--- src/controller_pak_command_engine_core_defines.svh ---
// Assertion macros shared by the controller-pak command engine.
`ifndef CONTROLLER_PAK_COMMAND_ENGINE_CORE_DEFINES_SVH
`define CONTROLLER_PAK_COMMAND_ENGINE_CORE_DEFINES_SVH

// Same-cycle implication, checked on every rising edge outside reset.
`define CPCE_ASSERT_IMP(label, clk, rst_n, ante, cons) \
	label: assert property (@(posedge clk) disable iff (!rst_n) (ante) |-> (cons)) \
		else $error("cpce: implication check failed");

// Next-cycle implication, checked on every rising edge outside reset.
`define CPCE_ASSERT_NXT(label, clk, rst_n, ante, cons) \
	label: assert property (@(posedge clk) disable iff (!rst_n) (ante) |=> (cons)) \
		else $error("cpce: next-cycle check failed");

`endif

--- src/cpce_pkg.sv ---
// Package with constants, types and CRC functions of the controller-pak command engine.
package cpce_pkg;

	localparam int BLOCK_BYTES = 32;
	localparam int PORT_COUNT  = 4;
	localparam int CNT_W       = $clog2(BLOCK_BYTES + 1);
	localparam int PADDR_W     = 3;

	localparam logic [7:0]  CRC_POLY    = 8'h85;
	localparam logic [7:0]  OP_READ     = 8'h02;
	localparam logic [7:0]  OP_WRITE    = 8'h03;
	localparam logic [7:0]  FILL_BYTE   = 8'h80;
	localparam logic [15:0] ADDR_MASK   = 16'hFFE0;
	localparam logic [15:0] FILL_LO     = 16'h8000;
	localparam logic [15:0] FILL_HI     = 16'h9000;
	localparam logic [15:0] RUMBLE_ADDR = 16'hC000;
	localparam logic [4:0]  LAST_IDX    = 5'((BLOCK_BYTES - 1) & 31);

	typedef enum logic {
		REG_RAW_MASK = 1'b0,
		REG_RUMBLE   = 1'b1
	} reg_idx_t;

	typedef struct packed {
		logic [PORT_COUNT-1:0] raw_port_mask;
		logic                  rumble_present;
	} cfg_t;

	typedef struct packed {
		logic [7:0] out_byte;
		logic       is_crc;
		logic       last;
		logic       rumble_valid;
		logic [1:0] rumble_port;
		logic       rumble_on;
	} result_t;

	typedef struct packed {
		logic             busy;
		logic [CNT_W-1:0] cnt;
	} status_t;

	// One byte through the CRC register, MSB first, message bits shifted in.
	function automatic logic [7:0] crc_shift_byte(logic [7:0] rem, logic [7:0] b);
		logic [7:0] r;
		logic       hb;
		r = rem;
		for (int i = 7; i >= 0; i--) begin
			hb = r[7];
			r  = {r[6:0], b[i]};
			if (hb) begin
				r = r ^ CRC_POLY;
			end
		end
		return r;
	endfunction

	// CRC of a whole block of one repeated byte, augmented; used for constants only.
	function automatic logic [7:0] fill_crc(logic [7:0] fill);
		logic [7:0] r;
		r = 8'h00;
		for (int k = 0; k < BLOCK_BYTES; k++) begin
			r = crc_shift_byte(r, fill);
		end
		return crc_shift_byte(r, 8'h00);
	endfunction

	localparam logic [7:0] FILL_CRC = fill_crc(FILL_BYTE);
	localparam logic [7:0] ZERO_CRC = fill_crc(8'h00);

endpackage

--- src/cpce_if.sv ---
// Command and result channel interfaces of the controller-pak command engine.
interface cpce_cmd_if;
	logic       valid;
	logic       ready;
	logic [7:0] opcode;
	logic [1:0] port;
	logic [15:0] pak_address;
	logic [4:0] byte_index;
	logic [7:0] data_byte;

	modport source (output valid, opcode, port, pak_address, byte_index, data_byte,
		input ready);
	modport sink (input valid, opcode, port, pak_address, byte_index, data_byte,
		output ready);
endinterface

interface cpce_res_if;
	logic       valid;
	logic       ready;
	logic [7:0] out_byte;
	logic       is_crc;
	logic       last;
	logic       rumble_valid;
	logic [1:0] rumble_port;
	logic       rumble_on;

	modport source (output valid, out_byte, is_crc, last, rumble_valid, rumble_port,
		rumble_on, input ready);
	modport sink (input valid, out_byte, is_crc, last, rumble_valid, rumble_port,
		rumble_on, output ready);
endinterface

--- src/controller_pak_command_engine_core.sv ---
// A command is registered on transfer; its results wait for a free result register.
// Throughput: one write byte per cycle, but the last byte of a block waits for the result
// register; a read holds the input register for 33 result transfers (32 fill bytes and the
// CRC), counted by the read burst counter. Commands with no result retire without waiting.
// Reset: raw_port_mask clears, rumble_present sets, the pipeline empties, CRC state clears.
`include "controller_pak_command_engine_core_defines.svh"

module controller_pak_command_engine_core (
	input  logic                         clk,
	input  logic                         arst_n,
	cpce_cmd_if.sink                     cmd,
	cpce_res_if.source                   res,
	input  logic                         psel,
	input  logic                         penable,
	input  logic                         pwrite,
	input  logic [cpce_pkg::PADDR_W-1:0] paddr,
	input  logic [31:0]                  pwdata,
	output logic [31:0]                  prdata,
	output logic                         pready
);

	cpce_pkg::cfg_t    cfg;
	cpce_pkg::status_t st;

	cpce_apb_regs u_regs (
		.clk     (clk),
		.arst_n  (arst_n),
		.psel    (psel),
		.penable (penable),
		.pwrite  (pwrite),
		.paddr   (paddr),
		.pwdata  (pwdata),
		.prdata  (prdata),
		.pready  (pready),
		.cfg     (cfg)
	);

	cpce_engine u_engine (
		.clk    (clk),
		.arst_n (arst_n),
		.cfg    (cfg),
		.cmd    (cmd),
		.res    (res),
		.st     (st)
	);

	`CPCE_ASSERT_IMP(a_rumble_on_crc, clk, arst_n, res.valid && res.rumble_valid, res.is_crc && res.last)
	`CPCE_ASSERT_IMP(a_crc_is_last, clk, arst_n, res.valid, res.is_crc == res.last)
	`CPCE_ASSERT_IMP(a_rumble_quiet, clk, arst_n, res.valid && !res.rumble_valid, res.rumble_port == 2'd0 && !res.rumble_on)
	`CPCE_ASSERT_NXT(a_res_held, clk, arst_n, res.valid && !res.ready, res.valid && $stable(res.out_byte))
	`CPCE_ASSERT_IMP(a_cnt_needs_item, clk, arst_n, st.cnt != '0, st.busy)

endmodule

--- src/cpce_apb_regs.sv ---
// APB configuration registers: raw port mask and rumble enable.
module cpce_apb_regs (
	input  logic                       clk,
	input  logic                       arst_n,
	input  logic                       psel,
	input  logic                       penable,
	input  logic                       pwrite,
	input  logic [cpce_pkg::PADDR_W-1:0] paddr,
	input  logic [31:0]                pwdata,
	output logic [31:0]                prdata,
	output logic                       pready,
	output cpce_pkg::cfg_t             cfg
);

	logic [cpce_pkg::PORT_COUNT-1:0]     mask_q;
	logic                                rumble_q;
	logic                                wr_en;
	cpce_pkg::reg_idx_t                  sel;

	assign pready = 1'b1;
	assign wr_en  = psel && penable && pwrite && pready;
	assign sel    = cpce_pkg::reg_idx_t'(paddr[2]);

	always_ff @(posedge clk or negedge arst_n) begin
		if (!arst_n) begin
			mask_q   <= '0;
			rumble_q <= 1'b1;
		end else if (wr_en) begin
			unique case (sel)
				cpce_pkg::REG_RAW_MASK: mask_q   <= pwdata[cpce_pkg::PORT_COUNT-1:0];
				cpce_pkg::REG_RUMBLE:   rumble_q <= pwdata[0];
				default: ;
			endcase
		end
	end

	always_comb begin
		unique case (sel)
			cpce_pkg::REG_RAW_MASK: prdata = {{(32 - cpce_pkg::PORT_COUNT){1'b0}}, mask_q};
			cpce_pkg::REG_RUMBLE:   prdata = {31'd0, rumble_q};
			default:                prdata = '0;
		endcase
	end

	assign cfg.raw_port_mask  = mask_q;
	assign cfg.rumble_present = rumble_q;

endmodule

--- src/cpce_engine.sv ---
// Command datapath: input register, write CRC state, read burst counter, result register.
module cpce_engine (
	input  logic               clk,
	input  logic               arst_n,
	input  cpce_pkg::cfg_t     cfg,
	cpce_cmd_if.sink           cmd,
	cpce_res_if.source         res,
	output cpce_pkg::status_t  st
);

	logic                         valid_s1;
	logic [7:0]                   opcode_s1;
	logic [1:0]                   port_s1;
	logic [15:0]                  addr_s1;
	logic [4:0]                   idx_s1;
	logic [7:0]                   data_s1;

	logic [cpce_pkg::CNT_W-1:0]   cnt_q;
	logic [7:0]                   crc_q;
	logic                         fbn_q;
	logic                         out_valid_q;
	cpce_pkg::result_t            out_q;

	logic       port_ok;
	logic       is_rd;
	logic       is_wr;
	logic       wr_last;
	logic       emits;
	logic       load_ok;
	logic       burst_end;
	logic       retire;
	logic       out_load;
	logic       in_fire;
	logic [7:0] crc_base;
	logic [7:0] crc_next;
	logic       fbn_next;
	logic [7:0] wr_crc;
	logic       fill_range;
	logic       rumble_hit;
	cpce_pkg::result_t res_next;

	assign port_ok    = cfg.raw_port_mask[port_s1] && (int'(port_s1) < cpce_pkg::PORT_COUNT);
	assign is_rd      = valid_s1 && port_ok && (opcode_s1 == cpce_pkg::OP_READ);
	assign is_wr      = valid_s1 && port_ok && (opcode_s1 == cpce_pkg::OP_WRITE)
		&& (idx_s1 <= cpce_pkg::LAST_IDX);
	assign wr_last    = is_wr && (idx_s1 == cpce_pkg::LAST_IDX);
	assign emits      = is_rd || wr_last;
	assign load_ok    = !out_valid_q || res.ready;
	assign burst_end  = (cnt_q == cpce_pkg::CNT_W'(cpce_pkg::BLOCK_BYTES));
	// A read stays in the input register until its CRC transfer is loaded.
	assign retire     = valid_s1 && (!emits || (load_ok && (wr_last || burst_end)));
	assign out_load   = emits && load_ok;
	assign cmd.ready  = !valid_s1 || retire;
	assign in_fire    = cmd.valid && cmd.ready;

	assign crc_base   = (idx_s1 == 5'd0) ? 8'h00 : crc_q;
	assign crc_next   = cpce_pkg::crc_shift_byte(crc_base, data_s1);
	assign fbn_next   = (idx_s1 == 5'd0) ? (data_s1 != 8'h00) : fbn_q;
	assign wr_crc     = cpce_pkg::crc_shift_byte(crc_next, 8'h00);
	assign fill_range = (addr_s1 >= cpce_pkg::FILL_LO) && (addr_s1 < cpce_pkg::FILL_HI);
	assign rumble_hit = cfg.rumble_present && (addr_s1 == cpce_pkg::RUMBLE_ADDR);

	always_comb begin
		res_next = '0;
		if (is_rd) begin
			if (burst_end) begin
				res_next.out_byte = fill_range ? cpce_pkg::FILL_CRC : cpce_pkg::ZERO_CRC;
			end else begin
				res_next.out_byte = fill_range ? cpce_pkg::FILL_BYTE : 8'h00;
			end
			res_next.is_crc = burst_end;
			res_next.last   = burst_end;
		end else begin
			res_next.out_byte     = wr_crc;
			res_next.is_crc       = 1'b1;
			res_next.last         = 1'b1;
			res_next.rumble_valid = rumble_hit;
			res_next.rumble_port  = rumble_hit ? port_s1 : 2'd0;
			res_next.rumble_on    = rumble_hit && fbn_next;
		end
	end

	always_ff @(posedge clk or negedge arst_n) begin
		if (!arst_n) begin
			valid_s1    <= 1'b0;
			cnt_q       <= '0;
			crc_q       <= 8'h00;
			fbn_q       <= 1'b0;
			out_valid_q <= 1'b0;
		end else begin
			if (in_fire) begin
				valid_s1 <= 1'b1;
			end else if (retire) begin
				valid_s1 <= 1'b0;
			end
			if (retire && is_wr) begin
				crc_q <= crc_next;
				fbn_q <= fbn_next;
			end
			if (is_rd && out_load) begin
				cnt_q <= burst_end ? '0 : cnt_q + 1'b1;
			end
			if (out_load) begin
				out_valid_q <= 1'b1;
			end else if (res.ready) begin
				out_valid_q <= 1'b0;
			end
		end
	end

	always_ff @(posedge clk) begin
		if (in_fire) begin
			opcode_s1 <= cmd.opcode;
			port_s1   <= cmd.port;
			addr_s1   <= cmd.pak_address & cpce_pkg::ADDR_MASK;
			idx_s1    <= cmd.byte_index;
			data_s1   <= cmd.data_byte;
		end
		if (out_load) begin
			out_q <= res_next;
		end
	end

	assign res.valid        = out_valid_q;
	assign res.out_byte     = out_q.out_byte;
	assign res.is_crc       = out_q.is_crc;
	assign res.last         = out_q.last;
	assign res.rumble_valid = out_q.rumble_valid;
	assign res.rumble_port  = out_q.rumble_port;
	assign res.rumble_on    = out_q.rumble_on;

	assign st.busy = valid_s1;
	assign st.cnt  = cnt_q;

endmodule
--- src/flat_wrapper.sv ---
// flat-port wrapper written by rule: the top's interface ports become plain ports
module controller_pak_command_engine_core_flat 
  (clk, arst_n, psel, penable, pwrite, paddr, pwdata, prdata, pready, cmd_valid, cmd_opcode, cmd_port, cmd_pak_address, cmd_byte_index, cmd_data_byte, cmd_ready, res_valid, res_out_byte, res_is_crc, res_last, res_rumble_valid, res_rumble_port, res_rumble_on, res_ready);
  cpce_cmd_if cmd_i ();
  cpce_res_if res_i ();
  input  logic clk;
  input  logic arst_n;
  input  logic psel;
  input  logic penable;
  input  logic pwrite;
  input  logic [cpce_pkg::PADDR_W-1:0] paddr;
  input  logic [31:0] pwdata;
  output logic [31:0] prdata;
  output logic pready;
  input wire logic [$bits(cmd_i.valid)-1:0] cmd_valid;
  input wire logic [$bits(cmd_i.opcode)-1:0] cmd_opcode;
  input wire logic [$bits(cmd_i.port)-1:0] cmd_port;
  input wire logic [$bits(cmd_i.pak_address)-1:0] cmd_pak_address;
  input wire logic [$bits(cmd_i.byte_index)-1:0] cmd_byte_index;
  input wire logic [$bits(cmd_i.data_byte)-1:0] cmd_data_byte;
  output wire logic [$bits(cmd_i.ready)-1:0] cmd_ready;
  output wire logic [$bits(res_i.valid)-1:0] res_valid;
  output wire logic [$bits(res_i.out_byte)-1:0] res_out_byte;
  output wire logic [$bits(res_i.is_crc)-1:0] res_is_crc;
  output wire logic [$bits(res_i.last)-1:0] res_last;
  output wire logic [$bits(res_i.rumble_valid)-1:0] res_rumble_valid;
  output wire logic [$bits(res_i.rumble_port)-1:0] res_rumble_port;
  output wire logic [$bits(res_i.rumble_on)-1:0] res_rumble_on;
  input wire logic [$bits(res_i.ready)-1:0] res_ready;
  assign cmd_i.valid = cmd_valid;
  assign cmd_i.opcode = cmd_opcode;
  assign cmd_i.port = cmd_port;
  assign cmd_i.pak_address = cmd_pak_address;
  assign cmd_i.byte_index = cmd_byte_index;
  assign cmd_i.data_byte = cmd_data_byte;
  assign cmd_ready = cmd_i.ready;
  assign res_valid = res_i.valid;
  assign res_out_byte = res_i.out_byte;
  assign res_is_crc = res_i.is_crc;
  assign res_last = res_i.last;
  assign res_rumble_valid = res_i.rumble_valid;
  assign res_rumble_port = res_i.rumble_port;
  assign res_rumble_on = res_i.rumble_on;
  assign res_i.ready = res_ready;
  controller_pak_command_engine_core u_core (.clk(clk), .arst_n(arst_n), .cmd(cmd_i), .res(res_i), .psel(psel), .penable(penable), .pwrite(pwrite), .paddr(paddr), .pwdata(pwdata), .prdata(prdata), .pready(pready));
endmodule
--- config.mk ---
export PLATFORM = sky130hd
export DESIGN_NAME = controller_pak_command_engine_core_flat
export DESIGN_NICKNAME = d
export VERILOG_FILES = /design/src/cpce_pkg.sv /design/src/cpce_if.sv /design/src/controller_pak_command_engine_core.sv /design/src/cpce_apb_regs.sv /design/src/cpce_engine.sv /design/src/flat_wrapper.sv
export VERILOG_INCLUDE_DIRS = /design/src /design/src/src
export SDC_FILE = /design/constraint.sdc
export NUM_CORES = 1
export LEC_CHECK = 0
export BUFFER_PORTS_ARGS = -buffer_cell sky130_fd_sc_hd__buf_2
export CELL_PAD_IN_SITES_DETAIL_PLACEMENT = 1
export CELL_PAD_IN_SITES_GLOBAL_PLACEMENT = 2
export CORE_UTILIZATION = 28
export DETAILED_ROUTE_END_ITERATION = 6
export GPL_ROUTABILITY_DRIVEN = 0
export GPL_TIMING_DRIVEN = 0
export PLACE_DENSITY_LB_ADDON = 0.12
export SLEW_MARGIN = 20
export SYNTH_ARGS = -nofsm -noshare
export SYNTH_HDL_FRONTEND = slang
export SYNTH_SLANG_ARGS = --single-unit
--- constraint.sdc ---
create_clock -name clk -period 2.54 [get_ports clk]
set_input_delay 0.127 -clock clk [delete_from_list [all_inputs] [get_ports clk]]
set_output_delay 0.127 -clock clk [all_outputs]
set_load 0.03 [all_outputs]
==> flow_metrics.env, run 1 <==
export IMPL_max_cap_violations=0
export IMPL_drt_vias_per_instance=4.087
export IMPL_drt_total_wl_um=7688
export IMPL_maxSlewHeadroom_pct=54.13
export IMPL_grt_pass1_wl_um=12560
export IMPL_drv_slew=0
export IMPL_cts_sinks=69
export IMPL_post_cts_repair_setup_buffers=0
export IMPL_clkTransAtPathRegs_ns=0.06
export IMPL_min_from="cmd_valid"
export IMPL_numCtsBuffers=9
export IMPL_syn_area_per_cell_sq_um=12.18
export IMPL_syn_instance_count=287
export IMPL_dieArea_sq_mm=0.01294
export IMPL_dr_pass1_iters=4
export IMPL_synth_edf_count=47
export IMPL_num_vias=2444
export IMPL_min_period_over_period_pct=92.26
export IMPL_row_count=40
export IMPL_drtAntennaViolNets=0
export IMPL_post_drt_wl_per_cell_um=12.86
export IMPL_synth_top_cell_by_area="edfxtp_1"
export IMPL_yosysWarningCount=0
export IMPL_synth_area_top_cells="edfxtp_1, dfrtp_1, buf_4"
export IMPL_die_y_um=113.7
export IMPL_hold_viol=0
export IMPL_r2r_cells=7
export IMPL_ioPinCount=130
export IMPL_hold_class="input port to flip-flop"
export IMPL_die_x_um=113.7
export IMPL_antenna_found_initial=0
export IMPL_fin_nets=508
export IMPL_required_ns=2.72
export IMPL_critPathCaptureType="flip-flop"
export IMPL_syn_cell_area_sq_mm=0.003496
export IMPL_seq_area_sq_mm=0.001963
export IMPL_grt_setup_unrepaired="no"
export IMPL_synth_flop_cell="edfxtp_1"
export IMPL_synthDistinctLibCells=42
export IMPL_reg2reg_to="u_core.u_engine.res.out_byte[7]"
export IMPL_fillCellCount=1351
export IMPL_rrSetupSlack_ns=0.20
export IMPL_core_sq_mm=0.01211
export IMPL_outcome="finished clean"
export IMPL_cp_data_arrival_time_ns=2.53
export IMPL_tritoncts="done"
export IMPL_startpoint_type="flip-flop"
export IMPL_post_route_drc_count=0
export IMPL_design_area_sq_mm=0.004817
export IMPL_synthTopCellsByCount="edfxtp_1, buf_4, xnor2_1"
export IMPL_clock_path_buffers=2
export IMPL_min_period_ns=2.344
export IMPL_crit_fanout=6
export IMPL_dp_final_hpwl_um=5686
export IMPL_reg2reg_from="u_core.u_engine.crc_q[4]"
export IMPL_seq_area_frac_synth_pct=56.16
export IMPL_worst_pin_slew_ns=0.6873
export IMPL_grt_pass1_vias=2531
export IMPL_critPathKind="flip-flop to flip-flop"
export IMPL_vdd_drop_max_mv=0.3008
export IMPL_synthArstFlopShare_pct=31.88
export IMPL_yosysMostFrequentCell="edfxtp_1"
export IMPL_overflow=0
export IMPL_io_buffers=65
export IMPL_min_path_cells=2
export IMPL_power_density_mw_per_mm2=680.1
export IMPL_grt_max_degree=35
export IMPL_area_growth_pct=37.80
export IMPL_min_to="u_core.u_engine.valid_s1"
export IMPL_drive_gt1_share_pct=31.16
export IMPL_fmax_mhz=426.7
export IMPL_clock_skew_ns=0.006013
export IMPL_power_mw=3.276
export IMPL_grt_total_usage_pct=13.10
export IMPL_yosysTopAreaCellShare_pct=40.37
export IMPL_cts_max_level=3
export IMPL_dpl_cell_area_sq_mm=0.004134
export IMPL_multi_input_area_sq_mm=0.001358
export IMPL_drt_initial_drc_count=44
export IMPL_p_leak_nw=2.085
export IMPL_diodes=0
export IMPL_start_util_pct=28.86
export IMPL_insertion_delay_ns=0.33
export IMPL_ys_seq_elements=69
export IMPL_cts_root_buf="clkbuf_16"
export IMPL_setup_viol=0
[flip-flops by register name, summed over array words and instances (netlist names), 4 cells and up]
signal and flops:
u_core.u_engine.addr_s1 11, u_core.u_engine.cnt_q 6, u_core.u_engine.crc_q 8, u_core.u_engine.data_s1 8
u_core.u_engine.idx_s1 5, u_core.u_engine.opcode_s1 8, u_core.u_engine.res.out_byte 8, u_core.u_regs.mask_q 4
[critical path: stages, from the launching register on]
cell,delay [ns]
dfrtp_1,0.36
buf_4,0.16
xnor3_2,0.39
xor2_1,0.20
or2_4,0.26
mux2i_2,0.25
xnor3_1,0.44
o21ai_1,0.13
[where the power goes]
group          switching [mW]  internal (mW)  leakage, nW  total (mW)
registers              0.0382           1.29        0.732        1.32
logic                   0.294          0.312         1.20       0.605
clock network           0.483          0.864        0.152        1.35
[placed cells by master, fill, tap and decap left out, types with 2 or more instances in the layout]
| cell | n |
|---|---|
| o21ai_0 | 10 |
| buf_4 | 31 |
| nor4_1 | 3 |
| nand4_1 | 2 |
| mux2i_1 | 4 |
| xnor3_2 | 2 |
| nand3_1 | 5 |
| clkinvlp_4 | 2 |
| clkbuf_16 | 9 |
| nand2_1 | 19 |
| conb_1 | 29 |
| and3_1 | 2 |
| nor4b_1 | 3 |
| clkbuf_1 | 6 |
| dlygate4sd3_1 | 35 |
| nand2b_1 | 2 |
| edfxtp_1 | 47 |
| a21oi_1 | 11 |
| nand4b_1 | 2 |
| inv_6 | 2 |
| and2_1 | 2 |
| xnor2_1 | 26 |
| buf_2 | 67 |
| mux2_2 | 7 |
| nor3_1 | 4 |
| nor2_1 | 23 |
| xor2_1 | 19 |
| nor2b_1 | 5 |
| a22o_1 | 2 |
| bufinv_16 | 2 |
| xnor3_1 | 2 |
| ha_1 | 2 |
| or3_1 | 3 |
| dfrtp_1 | 21 |
| inv_1 | 3 |
[repair_timing]
action | 4_1_cts | 5_1_grt
resized for setup | 2 | 0
hold endpoints to repair | 55 | 0
hold buffers | 35 | 0
setup endpoints to repair | 34 | 0
[cell families after synthesis]
logic type,share of synthesized area [%]
DFF,56.16
and+or+nand+nor,11.56
other,0.2148
xor gates and xnor gates,14.39
buffers and inverters,8.232
muxes,4.438
AOI/OAI and AO/OA,4.295
adders and majority gates,0.7157
[through the flow]
stage	worst slack, ns	setup TNS [ns]	util, %	hold slack [ns]	std cells
after floorplan	0.06392	0	-	-0.1686	314
after CTS	0.01654	0	39.75	0.002423	598
after global placement	-0.3542	-11.97	34.13	0.1601	547
after detailed placement	-0.3729	-12.62	34.13	0.1511	547
after global routing	0.001784	0	39.77	0.01298	598
final	0.1965	0	39.77	0.01226	598
[layout make-up]
type | count | area share [%]
sequential | 69 | 40.75
buffer | 40 | 5.740
tap | 168 | 4.364
multi-input combinational | 202 | 28.18
clock buffer | 9 | 4.675
inverter | 3 | 0.2338
timing repair buffer | 100 | 14.03
clock inverter | 7 | 2.026
[layer usage]
layer	part of all wire (%)	GRT usage, %	vias to the layer above
met5	0	0	-
met1	47	16.36	1141
met2	46	21.26	82
li1	-	-	1211
met4	1.6	5.263	0
met3	5.8	3.879	10
[how the worst max path moves through the flow]
stage	slack, ns	cells after the start	to	startpoint
2_1_floorplan	0.06	7	u_core.u_engine.addr_s1[10]	u_core.u_engine.cnt_q[0]
3_3_place_gp	-0.35	7	u_core.u_engine.data_s1[7]	u_core.u_engine.cnt_q[0]
3_5_place_dp	-0.37	7	u_core.u_engine.data_s1[1]	u_core.u_engine.cnt_q[0]
4_1_cts	0.02	4	u_core.u_engine.res.out_byte[4]	u_core.u_engine.port_s1[0]
5_1_grt	0.002	6	u_core.u_engine.res.out_byte[7]	u_core.u_engine.crc_q[6]
6_report	0.20	7	u_core.u_engine.res.out_byte[7]	u_core.u_engine.crc_q[4]
No activity file was read; power rests on OpenSTA's default activity.
==> inputs of run 2 (changes only) <==
--- a/config.mk
+++ b/config.mk
@@ -8,4 +8,5 @@
 export LEC_CHECK = 0
 export BUFFER_PORTS_ARGS = -buffer_cell sky130_fd_sc_hd__buf_2
+export CAP_MARGIN = 20
 export CELL_PAD_IN_SITES_DETAIL_PLACEMENT = 1
 export CELL_PAD_IN_SITES_GLOBAL_PLACEMENT = 2
==> constraint.sdc (replaced) <==
create_clock -name clk -period 2.54 [get_ports clk]
set_input_delay 0.508 -clock clk [delete_from_list [all_inputs] [get_ports clk]]
set_output_delay 0.508 -clock clk [all_outputs]
set_load 0.03 [all_outputs]
==> run 2 against run 1 <==
Net effect:
- clock skew is essentially flat
- clock power hardly changed
- worst setup slack got worse by 0.093 ns
- core utilization fell by 2.3 points
- maximum frequency decreased by 3.8%
- flip-flop and latch count unchanged
- register-to-register slack barely moved
- critical path depth shrank 2
- cell count decreased by 5.2%
- highest routed layer unchanged
==> flow_metrics.env, run 2 (synthesis results as in run 1) <==
export IMPL_outcome="finished clean"
export IMPL_startpoint_type="flip-flop"
export IMPL_cts_sinks=69
export IMPL_cts_root_buf="clkbuf_16"
export IMPL_min_period_ns=2.436
export IMPL_power_mw=3.236
export IMPL_drive_gt1_share_pct=35.59
export IMPL_largest_reg_flops=11
export IMPL_tritoncts="done"
export IMPL_cts_max_level=3
export IMPL_clock_skew_ns=0.005516
export IMPL_min_period_over_period_pct=95.92
export IMPL_regMostFlops="u_core.u_engine.addr_s1"
export IMPL_crit_fanout=5
export IMPL_post_route_drc_count=0
export IMPL_numCtsBuffers=9
export IMPL_hold_class="input port to asynchronous set/reset pin"
export IMPL_ioPinCount=130
export IMPL_cp_cell_sequence="mux4_2, nand3_2, or3_4, o21a_1, buf_6"
export IMPL_grt_max_degree=35
export IMPL_layout_common_cells="buf_2, edfxtp_1, buf_4, conb_1, xnor2_1"
export IMPL_overflow=0
export IMPL_drtAntennaViolNets=0
export IMPL_io_buffers=65
export IMPL_ctsHoldBuffers=0
export IMPL_required_ns=2.03
export IMPL_final_core_util_pct=37.44
export IMPL_critPathCaptureType="output pin"
export IMPL_fin_cells=567
export IMPL_clkTransAtPathRegs_ns=0.06
export IMPL_vdd_drop_max_mv=0.2833
export IMPL_dieArea_sq_mm=0.01294
export IMPL_hold_viol=0
export IMPL_tns_ns=0
export IMPL_die_x_um=113.7
export IMPL_post_drt_wl_per_cell_um=13.01
export IMPL_p_leak_nw=1.968
export IMPL_dp_final_hpwl_um=5686
export IMPL_drt_vias_per_instance=4.076
export IMPL_clock_path_buffers=2
export IMPL_num_vias=2311
export IMPL_worst_pin_slew_ns=0.6880
export IMPL_grt_total_usage_pct=12.57
export IMPL_grt_pass1_wl_um=12010
export IMPL_final_common_cell="buf_2"
export IMPL_diodes=0
export IMPL_grt_setup_unrepaired="no"
export IMPL_cp_data_arrival_time_ns=1.93
export IMPL_area_growth_pct=29.71
export IMPL_fmax_mhz=410.5
export IMPL_drt_initial_drc_count=52
export IMPL_max_cap_violations=0
export IMPL_critPathKind="flip-flop to output pin"
export IMPL_power_density_mw_per_mm2=713.7
export IMPL_core_sq_mm=0.01211
export IMPL_maxSlewHeadroom_pct=54.08
export IMPL_grt_pass1_vias=2359
export IMPL_dp_cells=547
export IMPL_fin_nets=477
export IMPL_start_util_pct=28.86
export IMPL_setup_viol=0
export IMPL_row_count=40
export IMPL_antenna_found_initial=0
export IMPL_die_y_um=113.7
export IMPL_r2r_cells=7
export IMPL_dr_pass1_iters=4
export IMPL_hold_ws_ns=0.1532
export IMPL_insertion_delay_ns=0.33
export IMPL_drv_slew=0
export IMPL_fillCellCount=1356
export IMPL_drt_total_wl_um=7379
export IMPL_crit_path_max_incr_delay_ns=0.40
export IMPL_slowest_stage="edfxtp_1"
## run 2: cell count changes in the layout (fill, tap and decap cells not counted), moves of 2 or more
cell           change
dlygate4sd3_1     -35
buf_4              +4
nor4b_1            -2
nor4b_2            +2
## run 2: path summary, 6_finish.rpt
kind | from | slack (ns) | end
setup / recovery | u_core.u_engine.port_s1[0] | 0.10 | cmd_ready
hold / removal | arst_n | 0.15 | u_core.u_engine.crc_q[7]
setup reg to reg | u_core.u_engine.crc_q[4] | 0.19 | u_core.u_engine.res.out_byte[7]
hold reg to reg | u_core.u_engine.cnt_q[5] | 0.50 | u_core.u_engine.cnt_q[5]
max in group asynchronous | arst_n | 2.01 | u_core.u_regs.rumble_q
min in group clk | cmd_opcode[3] | 0.35 | u_core.u_engine.opcode_s1[3]
## run 2: what timing repair did
| item | 4_1_cts | 5_1_grt |
|---|---|---|
| pin swaps | 0 | 2 |
| setup endpoints to repair | 35 | 1 |
| gates resized for setup | 6 | 4 |
| buffers inserted | 0 | 4 |
## run 2: stage by stage
step	cell area [sq um]	setup WS (ns)
6_report	4534	0.1037
5_1_grt	4534	0.001784
4_1_cts	4491	0.001017
3_5_place_dp	4134	-0.3729
3_3_place_gp	4134	-0.3542
2_1_floorplan	3598	0.06392
## run 2: power by group
part	total [mW]	internal, mW	switching [mW]
combinational	0.569	0.279	0.289
clock	1.34	0.863	0.479
sequential	1.32	1.29	0.0386
## run 2: cell type report
type	count	area, sq um	area share [%]
Buffer	40	276.5	6.098
Clock buffer	9	225.2	4.967
Clock inverter	7	97.59	2.152
Inverter	3	11.26	0.2483
Multi-Input combinational cell	202	1389	30.63
Sequential cell	69	1963	43.29
Tap cell	168	210.2	4.636
Timing Repair Buffer	69	361.6	7.975
## run 2: worst max-delay path: cells and delay by family (launching register included)
family                 cells  cell delay [ns]
buffers and inverters      1             0.15
AO/OA/AOI/OAI              1             0.15
multiplexers               1             0.40
AND/OR/NAND/NOR            2             0.49
flip-flops                 1             0.40
## run 2: metal layers
metal	share of wire (%)	global-route usage [%]	up-vias
li1	-	-	1147
met1	48	16.29	1079
met2	44	19.51	75
met3	5.9	3.826	10
met4	1.6	5.263	0
met5	0	0	-
==> inputs of run 3 (changes only) <==
Settings changed: CORE_ASPECT_RATIO from default to 1.4, SKIP_LAST_GASP from default to 1.
==> run 3 against run 2 <==
Net effect:
- maximum frequency decreased by 0.55%
- worst setup slack got worse by 0.013 ns
- final area shrank 0.88%
- via count down 0.13%
- routed wire length is 0.77% higher
- first-iteration DRC count up 19%
- sequential power about the same
- largest power group is now registers
- worst hold slack better by 0.032 ns
- critical endpoint unchanged
- clock power down 4%
- register-to-register slack is essentially flat
- die area about the same
==> flow_metrics.env, run 3 (synthesis results as in run 1) <==
export IMPL_critPathKind="flip-flop to output pin"
export IMPL_num_vias=2308
export IMPL_die_y_um=134.2
export IMPL_drv_slew=0
export IMPL_row_count=47
export IMPL_clock_skew_ns=0.006820
export IMPL_cts_root_buf="clkbuf_16"
export IMPL_fmax_mhz=408.2
export IMPL_max_cap_violations=0
export IMPL_min_period_over_period_pct=96.45
export IMPL_final_common_cell="buf_2"
export IMPL_antenna_found_initial=0
export IMPL_setup_viol=0
export IMPL_cts_sinks=69
export IMPL_maxSlewHeadroom_pct=55.81
export IMPL_ioPinCount=130
export IMPL_grt_max_degree=35
export IMPL_post_drt_wl_per_cell_um=13.64
export IMPL_dieArea_sq_mm=0.01294
export IMPL_cp_buffers_inverters=1
export IMPL_numCtsBuffers=9
export IMPL_die_x_um=96.44
export IMPL_ctsHoldBuffers=0
export IMPL_fin_nets=476
export IMPL_diodes=0
export IMPL_path_delay_family="simple AND/OR/NAND/NOR gates"
export IMPL_p_leak_nw=1.961
export IMPL_drt_vias_per_instance=4.235
export IMPL_setup_ws_ns=0.09020
export IMPL_outcome="finished clean"
export IMPL_dpl_cell_area_sq_mm=0.004108
export IMPL_r2r_cells=7
export IMPL_cts_max_level=3
export IMPL_reg2reg_from="u_core.u_engine.crc_q[4]"
export IMPL_area_growth_pct=28.56
export IMPL_dp_final_hpwl_um=5715
export IMPL_dp_cells=526
export IMPL_clkTransAtPathRegs_ns=0.06
export IMPL_clock_path_buffers=2
export IMPL_drive_gt1_share_pct=35.43
export IMPL_fin_cells=545
export IMPL_vdd_drop_max_mv=0.3493
export IMPL_layout_common_cells="buf_2, edfxtp_1, buf_4, conb_1, xnor2_1"
export IMPL_grt_total_usage_pct=12.91
export IMPL_drt_total_wl_um=7436
export IMPL_reg2reg_to="u_core.u_engine.res.out_byte[7]"
export IMPL_rrSetupSlack_ns=0.20
export IMPL_startpoint_type="flip-flop"
export IMPL_crit_fanout=5
export IMPL_drtAntennaViolNets=0
export IMPL_tritoncts="done"
export IMPL_slowest_stage="edfxtp_1"
export IMPL_hold_viol=0
export IMPL_dr_pass1_iters=4
export IMPL_start_util_pct=29.14
export IMPL_design_area_sq_mm=0.004494
export IMPL_drt_initial_drc_count=62
export IMPL_insertion_delay_ns=0.33
export IMPL_pre_cts_slack_ns=-0.3396
export IMPL_io_buffers=65
export IMPL_grt_pass1_vias=2482
export IMPL_required_ns=2.03
export IMPL_crit_path_max_incr_delay_ns=0.40
export IMPL_largest_reg_flops=11
export IMPL_overflow=0
export IMPL_min_period_ns=2.450
export IMPL_critPathCaptureType="output pin"
export IMPL_power_density_mw_per_mm2=706.9
export IMPL_core_sq_mm=0.01200
export IMPL_post_route_drc_count=0
export IMPL_grt_pass1_wl_um=12340
export IMPL_cp_cell_sequence="nor4b_2, nand3_2, or3_4, o21a_4, buf_4"
export IMPL_hold_class="input port to asynchronous set/reset pin"
export IMPL_regMostFlops="u_core.u_engine.addr_s1"
export IMPL_worst_pin_slew_ns=0.6622
export IMPL_cp_data_arrival_time_ns=1.94
-- run 3: cell count changes in the layout (fill, tap and decap cells not counted), sizes merged --
cell,previous run,this run
bufinv,2,1
clkinvlp,2,1
inv,5,3
clkbuf,15,19
buf,103,102
-- run 3: timing repair --
action / CTS / global route
pin swaps: 1 / 2
gates cloned: 0 / 0
setup endpoints to repair: 35 / 1
buffers inserted: 0 / 3
gates resized for setup: 6 / 4
-- run 3: cell type report --
class / count / area (sq um)
Sequential cell: 69 / 1963
Tap cell: 147 / 183.9
Inverter: 3 / 11.26
Timing Repair Buffer: 68 / 350.3
Fill cell: 1374 / 7502
Clock buffer: 13 / 270.3
Buffer: 40 / 276.5
Multi-Input combinational cell: 202 / 1396
Clock inverter: 3 / 42.54
-- run 3: per-stage QoR --
step            TNS, ns  hold slack (ns)  utilization (%)  total power, mW
2_1_floorplan         0           0.2124                -            1.783
5_1_grt        -0.01240           0.2237            37.46            3.337
3_5_place_dp     -11.45           0.4884            34.24            1.913
3_3_place_gp     -11.37           0.4820            34.24            1.905
4_1_cts               0           0.2004            37.12            3.233
6_report              0           0.1851            37.46            3.177
-- run 3: where the power goes --
part | leakage [nW] | switching [mW] | internal [mW]
Combinational | 1.08 | 0.283 | 0.278
Sequential | 0.732 | 0.0364 | 1.29
Clock | 0.152 | 0.455 | 0.839
-- run 3: worst max-delay path by stage --
stage                                 startpoint                     endpoint  cells after the start
floorplan               u_core.u_engine.cnt_q[0]  u_core.u_engine.addr_s1[10]                      7
finish              u_core.u_engine.opcode_s1[3]                    cmd_ready                      5
detailed placement      u_core.u_engine.cnt_q[0]   u_core.u_engine.data_s1[7]                      7
global placement        u_core.u_engine.cnt_q[0]   u_core.u_engine.data_s1[7]                      7
global route            u_core.u_engine.cnt_q[0]                    cmd_ready                      7
CTS                   u_core.u_engine.port_s1[0]                    cmd_ready                      5
-- run 3: routing by layer --
layer	global-route usage (%)	part of all wire [%]	vias to the layer above
li1	-	-	1144
met2	21.87	52	66
met4	5.637	1.7	0
met3	2.721	5.0	10
met1	15.53	41	1088
met5	0	0	-
